**src/design/tos_pkg.sv**
```systemverilog
// timed output scheduler package: word types, rule layout, codes and helpers
// no dependencies; used by timed_output_scheduler_top
package tos_pkg;

    localparam int MASK_W       = 8;
    localparam int CNT_W        = 16;
    localparam int SECS_PER_MIN = 60;

    // action codes carried in the input word
    typedef enum logic [2:0] {
        ACT_EVENT  = 3'd0,
        ACT_FORCE  = 3'd1,
        ACT_CLOCK  = 3'd2,
        ACT_TICK   = 3'd3,
        ACT_WR_ON  = 3'd4,
        ACT_WR_OFF = 3'd5
    } action_t;

    // calendar match kinds, codes above hourly never match
    typedef enum logic [2:0] {
        KIND_YEARLY  = 3'd0,
        KIND_MONTHLY = 3'd1,
        KIND_WEEKLY  = 3'd2,
        KIND_DAILY   = 3'd3,
        KIND_HOURLY  = 3'd4
    } kind_t;

    typedef enum logic [1:0] {
        MODE_OFF      = 2'd0,
        MODE_ON       = 2'd1,
        MODE_ON_PEND  = 2'd2,
        MODE_OFF_PEND = 2'd3
    } mode_t;

    // rule layout, msb first, so that bit 0 of the packed word is ev_en
    typedef struct packed {
        logic [5:0] minute;
        logic [4:0] hour;
        logic [2:0] weekday;
        logic [4:0] day;
        logic [3:0] month;
        logic [2:0] kind;
        logic [7:0] auto_min;
        logic [7:0] ev_delay;
        logic [3:0] src;
        logic       auto_en;
        logic       cal_en;
        logic       ev_en;
    } rule_t;

    typedef struct packed {
        logic [2:0]  action;
        logic [3:0]  event_source;
        logic [2:0]  channel;
        logic        force_on;
        logic [3:0]  month;
        logic [4:0]  day;
        logic [2:0]  weekday;
        logic [4:0]  hour;
        logic [5:0]  minute;
        logic [48:0] rule_word;
    } item_t;

    typedef struct packed {
        logic [MASK_W-1:0] set_mask;
        logic [MASK_W-1:0] clear_mask;
    } result_t;

    // minutes to seconds, constant multiply
    function automatic logic [CNT_W-1:0] mins_to_secs(input logic [7:0] mins);
        return CNT_W'(mins) * CNT_W'(SECS_PER_MIN);
    endfunction

    function automatic logic time_match(input rule_t r, input item_t it);
        logic mo, dy, wd, hr, mi;
        logic hit;
        mo = (r.month == it.month);
        dy = (r.day == it.day);
        wd = (r.weekday == it.weekday);
        hr = (r.hour == it.hour);
        mi = (r.minute == it.minute);
        case (r.kind)
            KIND_YEARLY:  hit = mo && dy && hr && mi;
            KIND_MONTHLY: hit = dy && hr && mi;
            KIND_WEEKLY:  hit = wd && hr && mi;
            KIND_DAILY:   hit = hr && mi;
            KIND_HOURLY:  hit = mi;
            default:      hit = 1'b0;
        endcase
        return hit;
    endfunction

endpackage

```
**src/design/timed_output_scheduler_top.sv**
```systemverilog
// timed output scheduler: per-channel mode and countdown, rule tables, result masks
// depends on tos_pkg for word types, codes and the calendar match helper
// a word is first held in the input register; its result is loaded into the result register once that is free
// throughput: one word per cycle while the result is not stalled, set by the single update pass over all channels
// the result register frees the input side whenever the consumer takes the result
// reset: all channels off, countdowns zero, all rules cleared, no word in flight
module timed_output_scheduler_top #(
    parameter int NUM_CHANNELS = 8
) (
    input  logic            clk,
    input  logic            rst_n,
    input  logic            item_valid,
    output logic            item_stall,
    input  tos_pkg::item_t  item,
    output logic            result_valid,
    input  logic            result_stall,
    output tos_pkg::result_t result
);
    import tos_pkg::*;

    // width that holds both the channel count and the 8-bit masks
    localparam int WIDE_W = (NUM_CHANNELS > MASK_W) ? NUM_CHANNELS : MASK_W;

    // input register
    item_t held_reg;
    logic  held_valid_reg;

    // result register
    result_t result_reg;
    logic    result_valid_reg;

    // channel state and rule tables, one entry per channel
    mode_t            mode_reg [NUM_CHANNELS];
    mode_t            mode_next [NUM_CHANNELS];
    logic [CNT_W-1:0] cnt_reg [NUM_CHANNELS];
    logic [CNT_W-1:0] cnt_next [NUM_CHANNELS];
    rule_t            on_rule_reg [NUM_CHANNELS];
    rule_t            on_rule_next [NUM_CHANNELS];
    rule_t            off_rule_reg [NUM_CHANNELS];
    rule_t            off_rule_next [NUM_CHANNELS];

    logic [NUM_CHANNELS-1:0] set_bits;
    logic [NUM_CHANNELS-1:0] clear_bits;
    logic [WIDE_W-1:0]       set_wide;
    logic [WIDE_W-1:0]       clear_wide;
    result_t                 result_next;

    logic result_free;
    logic held_go;
    logic item_take;

    // result register can load when empty or being drained this cycle
    assign result_free = !result_valid_reg || !result_stall;
    assign held_go     = held_valid_reg && result_free;
    assign item_stall  = held_valid_reg && !result_free;
    assign item_take   = item_valid && !item_stall;

    assign result_valid = result_valid_reg;
    assign result       = result_reg;

    // one pass over all channels in parallel
    always_comb
    begin : update_pass
        mode_t            m;
        logic             is_on;
        rule_t            r;
        rule_t            wr;
        logic             wr_hit;
        logic [CNT_W-1:0] t;
        mode_t            pend;
        mode_t            on_mode;
        logic [CNT_W-1:0] on_cnt;

        wr       = rule_t'(held_reg.rule_word);
        set_bits   = '0;
        clear_bits = '0;

        for (int c = 0; c < NUM_CHANNELS; c++)
        begin
            m     = mode_reg[c];
            is_on = (m == MODE_ON) || (m == MODE_OFF_PEND);
            r     = is_on ? off_rule_reg[c] : on_rule_reg[c];
            t     = mins_to_secs(r.ev_delay);
            pend  = is_on ? MODE_OFF_PEND : MODE_ON_PEND;
            wr_hit = (32'(held_reg.channel) == c);

            // switching on arms the auto-off delay when the off-rule enables it
            if (off_rule_reg[c].auto_en)
            begin
                on_mode = MODE_OFF_PEND;
                on_cnt  = mins_to_secs(off_rule_reg[c].auto_min);
            end
            else
            begin
                on_mode = MODE_ON;
                on_cnt  = cnt_reg[c];
            end

            mode_next[c]     = m;
            cnt_next[c]      = cnt_reg[c];
            on_rule_next[c]  = on_rule_reg[c];
            off_rule_next[c] = off_rule_reg[c];

            case (held_reg.action)
                ACT_EVENT:
                begin
                    if (r.ev_en && (r.src == held_reg.event_source))
                    begin
                        if (r.ev_delay != '0)
                        begin
                            // a running delay keeps the shorter remaining time
                            if ((m != pend) || (t < cnt_reg[c]))
                                cnt_next[c] = t;
                            mode_next[c] = pend;
                        end
                        else if (is_on)
                        begin
                            mode_next[c]  = MODE_OFF;
                            clear_bits[c] = 1'b1;
                        end
                        else
                        begin
                            mode_next[c] = on_mode;
                            cnt_next[c]  = on_cnt;
                            set_bits[c]  = 1'b1;
                        end
                    end
                end
                ACT_FORCE:
                begin
                    if (wr_hit)
                    begin
                        if (held_reg.force_on)
                        begin
                            mode_next[c] = on_mode;
                            cnt_next[c]  = on_cnt;
                            set_bits[c]  = 1'b1;
                        end
                        else
                        begin
                            mode_next[c]  = MODE_OFF;
                            clear_bits[c] = 1'b1;
                        end
                    end
                end
                ACT_CLOCK:
                begin
                    if (r.cal_en && time_match(r, held_reg))
                    begin
                        if (is_on)
                        begin
                            mode_next[c]  = MODE_OFF;
                            clear_bits[c] = 1'b1;
                        end
                        else
                        begin
                            mode_next[c] = on_mode;
                            cnt_next[c]  = on_cnt;
                            set_bits[c]  = 1'b1;
                        end
                    end
                end
                ACT_TICK:
                begin
                    if ((m == MODE_ON_PEND) || (m == MODE_OFF_PEND))
                    begin
                        if (cnt_reg[c] > CNT_W'(1))
                            cnt_next[c] = cnt_reg[c] - CNT_W'(1);
                        else if (m == MODE_OFF_PEND)
                        begin
                            // a zero count completes on this tick too
                            cnt_next[c]   = '0;
                            mode_next[c]  = MODE_OFF;
                            clear_bits[c] = 1'b1;
                        end
                        else
                        begin
                            mode_next[c] = on_mode;
                            cnt_next[c]  = off_rule_reg[c].auto_en ? on_cnt : '0;
                            set_bits[c]  = 1'b1;
                        end
                    end
                end
                ACT_WR_ON:
                begin
                    // on-rules carry no auto-off
                    if (wr_hit)
                    begin
                        on_rule_next[c]          = wr;
                        on_rule_next[c].auto_en  = 1'b0;
                        on_rule_next[c].auto_min = '0;
                    end
                end
                ACT_WR_OFF:
                begin
                    if (wr_hit)
                        off_rule_next[c] = wr;
                end
                default:
                begin
                    // unknown actions leave everything alone
                end
            endcase
        end

        // channels above the mask width drop out here
        set_wide   = WIDE_W'(set_bits);
        clear_wide = WIDE_W'(clear_bits);
        result_next.set_mask   = set_wide[MASK_W-1:0];
        result_next.clear_mask = clear_wide[MASK_W-1:0];
    end

    // handshake control
    always_ff @(posedge clk or negedge rst_n)
    begin
        if (!rst_n)
        begin
            held_valid_reg   <= 1'b0;
            result_valid_reg <= 1'b0;
        end
        else
        begin
            if (item_take)
                held_valid_reg <= 1'b1;
            else if (held_go)
                held_valid_reg <= 1'b0;

            if (held_go)
                result_valid_reg <= 1'b1;
            else if (!result_stall)
                result_valid_reg <= 1'b0;
        end
    end

    // payload registers
    always_ff @(posedge clk)
    begin
        if (item_take)
            held_reg <= item;
        if (held_go)
            result_reg <= result_next;
    end

    // channel state and rules move only when a word is processed
    always_ff @(posedge clk or negedge rst_n)
    begin
        if (!rst_n)
        begin
            for (int c = 0; c < NUM_CHANNELS; c++)
            begin
                mode_reg[c]     <= MODE_OFF;
                cnt_reg[c]      <= '0;
                on_rule_reg[c]  <= '0;
                off_rule_reg[c] <= '0;
            end
        end
        else if (held_go)
        begin
            for (int c = 0; c < NUM_CHANNELS; c++)
            begin
                mode_reg[c]     <= mode_next[c];
                cnt_reg[c]      <= cnt_next[c];
                on_rule_reg[c]  <= on_rule_next[c];
                off_rule_reg[c] <= off_rule_next[c];
            end
        end
    end

    // a channel is never switched both ways by one word
    a_masks_disjoint: assert property (@(posedge clk) disable iff (!rst_n)
        result_valid_reg |-> ((result_reg.set_mask & result_reg.clear_mask) == '0))
        else $error("set and clear masks overlap");

    // rule writes and unknown actions switch nothing
    a_quiet_actions: assert property (@(posedge clk) disable iff (!rst_n)
        (held_go && (held_reg.action != ACT_EVENT) && (held_reg.action != ACT_FORCE)
            && (held_reg.action != ACT_CLOCK) && (held_reg.action != ACT_TICK))
        |=> ((result_reg.set_mask == '0) && (result_reg.clear_mask == '0)))
        else $error("non-switching action reported a switch");

    // a force on a mapped channel reports exactly one channel
    a_force_one_bit: assert property (@(posedge clk) disable iff (!rst_n)
        (held_go && (held_reg.action == ACT_FORCE) && (32'(held_reg.channel) < NUM_CHANNELS))
        |=> ($countones({result_reg.set_mask, result_reg.clear_mask}) == 1))
        else $error("force did not report exactly one channel");

    // input side stalls only behind a held word
    a_stall_cause: assert property (@(posedge clk) disable iff (!rst_n)
        item_stall |-> (held_valid_reg && result_valid_reg && result_stall))
        else $error("input stalled with no word waiting");

endmodule
```
**config.mk**
```make
export PLATFORM = sky130hd
export DESIGN_NAME = timed_output_scheduler_top
export DESIGN_NICKNAME = d
export VERILOG_FILES = /design/src/design/tos_pkg.sv /design/src/design/timed_output_scheduler_top.sv
export SDC_FILE = /design/constraint.sdc
export NUM_CORES = 2
export LEC_CHECK = 0
export BUFFER_PORTS_ARGS = -buffer_cell sky130_fd_sc_hd__buf_2
export CAP_MARGIN = 40
export CORE_ASPECT_RATIO = 0.9
export CORE_MARGIN = 2
export CORE_UTILIZATION = 50
export CTS_BUF_LIST = sky130_fd_sc_hd__clkbuf_8 sky130_fd_sc_hd__clkbuf_16
export DETAILED_ROUTE_END_ITERATION = 12
export GPL_ROUTABILITY_DRIVEN = 0
export GPL_TIMING_DRIVEN = 0
export PLACE_DENSITY = 0.68
export SLEW_MARGIN = 20
export SYNTH_ARGS = -nofsm -noshare
export SYNTH_HDL_FRONTEND = slang
export SYNTH_SLANG_ARGS = --single-unit
```
**constraint.sdc**
```tcl
create_clock -name clk -period 6.32 [get_ports clk]
set_clock_uncertainty 0.05 [all_clocks]
set_input_delay 0.316 -clock clk [delete_from_list [all_inputs] [get_ports clk]]
set_output_delay 0.316 -clock clk [all_outputs]
set_load 0.1 [all_outputs]
```
==> metrics.txt <==
# TYPE chip_impl_metric gauge
chip_impl_metric{name="detailroute.via_count",unit=""} 50900
chip_impl_metric{name="floorplan.die.height",unit="um"} 340
chip_impl_metric{name="timing.reg2reg.worst_path_depth",unit=""} 25
chip_impl_metric{name="cts_buffers",unit=""} 104
chip_impl_metric{name="clock_latency",unit="ps"} 770
chip_impl_info{name="critPathSlowestCell",value="sky130_fd_sc_hd__a2111o_1"} 1
chip_impl_metric{name="total_nets_after_synthesis",unit=""} 6538
chip_impl_info{name="layout_common_cells",value="sky130_fd_sc_hd__dfrtp_1 (855), sky130_fd_sc_hd__mux2_2 (730), sky130_fd_sc_hd__ha_1 (380)"} 1
chip_impl_info{name="worst_setup_path_start_kind",value="flop"} 1
chip_impl_metric{name="gr-usage-all-layers",unit=""} 0.330
chip_impl_info{name="min_path_type",value="input pin to async pin"} 1
chip_impl_metric{name="htree_levels",unit=""} 3
chip_impl_metric{name="syn-instance-count",unit=""} 5915
chip_impl_info{name="outcome",value="completed"} 1
chip_impl_info{name="critPathKind",value="flop to flop"} 1
chip_impl_metric{name="io_pins",unit=""} 105
chip_impl_info{name="synthFlopType",value="sky130_fd_sc_hd__dfrtp_1"} 1
chip_impl_metric{name="reg2reg_slack",unit="ps"} 110
chip_impl_metric{name="internal_power",unit="mW"} 17.0
chip_impl_metric{name="worst_slew_margin_rel",unit=""} 0.360
chip_impl_metric{name="yosysWarnings",unit=""} 0
chip_impl_metric{name="peakVddDrop",unit="mV"} 0.312
chip_impl_metric{name="timing.fmax",unit="MHz"} 161
chip_impl_info{name="final_common_cell",value="sky130_fd_sc_hd__dfrtp_1"} 1
chip_impl_metric{name="grt_overflow",unit=""} 0
chip_impl_info{name="clock_tree.root_cell",value="sky130_fd_sc_hd__clkbuf_16"} 1
chip_impl_metric{name="synth_enable_flop_cells",unit=""} 99
chip_impl_metric{name="postRouteAntennaNets",unit=""} 0
chip_impl_metric{name="synth.distinct_cells",unit=""} 90
chip_impl_metric{name="die_x",unit="um"} 378
chip_impl_metric{name="largest_reg_flops",unit=""} 392
chip_impl_metric{name="die_area",unit="um^2"} 128000
chip_impl_metric{name="core_region_area",unit="um^2"} 125000
chip_impl_metric{name="share_of_layout_cells_above_drive_strength_1",unit=""} 0.214
chip_impl_info{name="worstSetupEndpointType",value="flop"} 1
chip_impl_metric{name="share_comb_of_total_power",unit=""} 0.498
chip_impl_metric{name="synth_largest_type_area_fraction",unit=""} 0.342
chip_impl_info{name="critPathTopFamily",value="compound AO/OA/AOI/OAI gates"} 1
chip_impl_metric{name="finalMaxSlewViolations",unit=""} 0
chip_impl_metric{name="num-fill-cells",unit=""} 10400
chip_impl_metric{name="synth_async_sr_flop_share",unit=""} 0.897
chip_impl_metric{name="syn-cell-area",unit="um^2"} 62800
chip_impl_metric{name="synthToLayoutAreaGrowth",unit="%"} 15.8
chip_impl_metric{name="synth_seq_cells",unit=""} 957
chip_impl_metric{name="power.density",unit="nW/um^2"} 405
chip_impl_info{name="rr_startpoint",value="mode_reg[2]"} 1
chip_impl_info{name="regToRegEndpoint",value="cnt_reg[27]"} 1
chip_impl_metric{name="nNetsFinal",unit=""} 6987
chip_impl_metric{name="max_slew.worst_pin.slew",unit="ps"} 960
chip_impl_metric{name="critPathBufInv",unit=""} 6
chip_impl_metric{name="drc_errors",unit=""} 0
chip_impl_metric{name="synth_sequential_area_ratio",unit=""} 0.389
chip_impl_metric{name="period_minus_slack",unit="ps"} 6210
chip_impl_metric{name="total_leakage_power",unit="nW"} 34.4
chip_impl_metric{name="tot_pwr",unit="mW"} 29.5
chip_impl_metric{name="detail_route.vias_per_cell",unit=""} 6.25
chip_impl_metric{name="finalHoldViolCount",unit=""} 0
chip_impl_metric{name="avgSynthCellArea",unit="um^2"} 10.6
chip_impl_info{name="library_cell_occupying_the_most_area_in_the_post_synthesis_netlist",value="sky130_fd_sc_hd__dfrtp_1"} 1
chip_impl_metric{name="finalSetupViolCount",unit=""} 0
chip_impl_metric{name="port_buffers",unit=""} 104
chip_impl_metric{name="grt_start_max_net_pins",unit=""} 143
chip_impl_metric{name="worstPathArrival",unit="ps"} 6860
chip_impl_metric{name="grt_pass1_wl",unit="um"} 317000
chip_impl_metric{name="worstPathRequired",unit="ps"} 6970
chip_impl_metric{name="detailed_place.area",unit="um^2"} 66700
chip_impl_metric{name="fin_crit_sh",unit=""} 0.983
chip_impl_metric{name="first_global_vias",unit=""} 49200
chip_impl_metric{name="power.switching",unit="mW"} 12.5
chip_impl_metric{name="power_share_of_the_clock_group",unit=""} 0.218
chip_impl_metric{name="detail_route.wirelength",unit="um"} 214000
chip_impl_metric{name="initial_core_util",unit=""} 0.503
chip_impl_metric{name="clkTransAtPathRegs",unit="ps"} 60
chip_impl_metric{name="antenna_violations_before_repair",unit=""} 14
chip_impl_metric{name="seq_power_share",unit=""} 0.284
chip_impl_metric{name="avgRoutedWirePerCell",unit="um"} 26.3
chip_impl_info{name="cts_tree",value="yes"} 1
chip_impl_metric{name="drt_iter0_drc",unit=""} 6729
chip_impl_metric{name="cap_viol_max_count",unit=""} 0
chip_impl_metric{name="floorplan.rows",unit=""} 123
chip_impl_metric{name="final_instance_area",unit="um^2"} 72700
chip_impl_metric{name="firstDrtPassIters",unit=""} 10
chip_impl_info{name="synth.top_cells.by_area",value="sky130_fd_sc_hd__dfrtp_1 (34%), sky130_fd_sc_hd__mux2_2 (13%), sky130_fd_sc_hd__ha_1 (7.7%), sky130_fd_sc_hd__fa_1 (4.8%), sky130_fd_sc_hd__edfxtp_1 (4.7%)"} 1
chip_impl_metric{name="critical_path.max_stage_delay",unit="ps"} 510
chip_impl_metric{name="clock_sink_count",unit=""} 957
chip_impl_metric{name="hpwl_after_dpl",unit="um"} 159000
chip_impl_metric{name="power.switching_fraction",unit=""} 0.425
chip_impl_metric{name="critical_path_peak_fanout",unit=""} 10
chip_impl_metric{name="cts-root-to-sink-buffers",unit=""} 3
## power groups by stage
stage / Clock (mW) / Combinational (mW) / Sequential (mW)
after detailed placement: 0 / 13.4 / 8.38
after floorplan: 0 / 9.67 / 8.09
after CTS: 6.45 / 13.8 / 8.32
after global placement: 0 / 13.0 / 8.37
final: 6.42 / 14.7 / 8.38
after global routing: 6.72 / 16.0 / 8.50
## worst max-delay path by stage
| stage | startpoint | to | slack (ps) | depth (start not counted) |
|---|---|---|---|---|
| after floorplan | mode_reg[2] | cnt_reg[31] | 60 | 23 |
| after global placement | rst_n | off_rule_reg[79] | -14200 | 1 |
| after detailed placement | mode_reg[2] | cnt_reg[21] | -2230 | 25 |
| after CTS | mode_reg[2] | cnt_reg[31] | -2 | 22 |
| after global routing | mode_reg[4] | cnt_reg[46] | -50 | 23 |
| final | mode_reg[2] | cnt_reg[27] | 110 | 25 |
## Yosys cell counts (32+ instances only)
cell type                  count
sky130_fd_sc_hd__nor4_1       34
sky130_fd_sc_hd__a21o_1       50
sky130_fd_sc_hd__nor2_1      326
sky130_fd_sc_hd__a211oi_1     45
sky130_fd_sc_hd__nand4_1      45
sky130_fd_sc_hd__o22ai_1      50
sky130_fd_sc_hd__ha_1        384
sky130_fd_sc_hd__nor2b_1      45
sky130_fd_sc_hd__o211ai_1     49
sky130_fd_sc_hd__a221oi_1     36
sky130_fd_sc_hd__edfxtp_1     99
sky130_fd_sc_hd__inv_1       328
sky130_fd_sc_hd__mux2_2      730
sky130_fd_sc_hd__a21oi_1     291
sky130_fd_sc_hd__dfrtp_1     858
sky130_fd_sc_hd__nand2_1     290
sky130_fd_sc_hd__mux2i_1     279
sky130_fd_sc_hd__buf_2        32
sky130_fd_sc_hd__nand2b_1     33
sky130_fd_sc_hd__a31oi_1      36
sky130_fd_sc_hd__nand3_1      79
sky130_fd_sc_hd__fa_1        152
sky130_fd_sc_hd__clkbuf_1    256
sky130_fd_sc_hd__xnor2_1     265
sky130_fd_sc_hd__o21bai_1     32
sky130_fd_sc_hd__xor2_1      182
sky130_fd_sc_hd__nor3_1      118
sky130_fd_sc_hd__o21ai_0     323
## through the flow
| step | hold WS (ps) | TNS (ps) | utilization | cells | worst slack [ps] |
|---|---|---|---|---|---|
| 3_3_place_gp | 420 | - | 0.524 | 7706 | -14200 |
| 5_1_grt | 42.9 | -214 | 0.583 | 8142 | -45.1 |
| 4_1_cts | 13.8 | -1.55 | 0.575 | 8079 | -1.55 |
| 2_1_floorplan | -29.6 | 0 | - | 5915 | 56.0 |
| 3_5_place_dp | 172 | -191070 | 0.534 | 7787 | -2230 |
| 6_report | 19.8 | 0 | 0.583 | 8147 | 107 |
## layer usage
metal	vias to the layer above	track usage	share of wire
met4	10	0.163	0.059
li1	22100	-	-
met1	25200	0.450	0.41
met3	669	0.0957	0.11
met5	-	0	0.00026
met2	2931	0.478	0.42
## final cells by class
class                   count  area, um^2  area share
diodes                      6        15.0    0.000206
plain buffers             301        1550      0.0214
clock buffers             133        3040      0.0417
clock inverters            63         573     0.00788
inverters                 337        1260      0.0174
multi-input cells        4307       36500       0.502
flip-flops and latches    957       24400       0.336
well taps                1687        2110      0.0290
repair buffers            356        3210      0.0441
## cells by family (layout without fill, tap and decap cells)
group,Yosys count,count (layout),share of synthesized area
AO/OA/AOI/OAI,1187,1187,0.122
AND/OR/NAND/NOR,1114,1114,0.0840
multiplexers,1012,1012,0.176
flip-flops,957,957,0.389
buffers and inverters,651,1190,0.0401
adder cells (fa/ha/maj),547,547,0.127
XOR/XNOR,447,447,0.0623
other,0,6,0
## what timing repair did
action | CTS | global route
gates cloned | 0 | 2
setup buffers | 21 | 53
resized for setup | 116 | 102
setup endpoints to repair | 128 | 128
endpoints found under the hold margin | 357 | 0
hold buffers | 87 | 0
pin swaps | 6 | 29
Power figures use the tool's default switching activity.
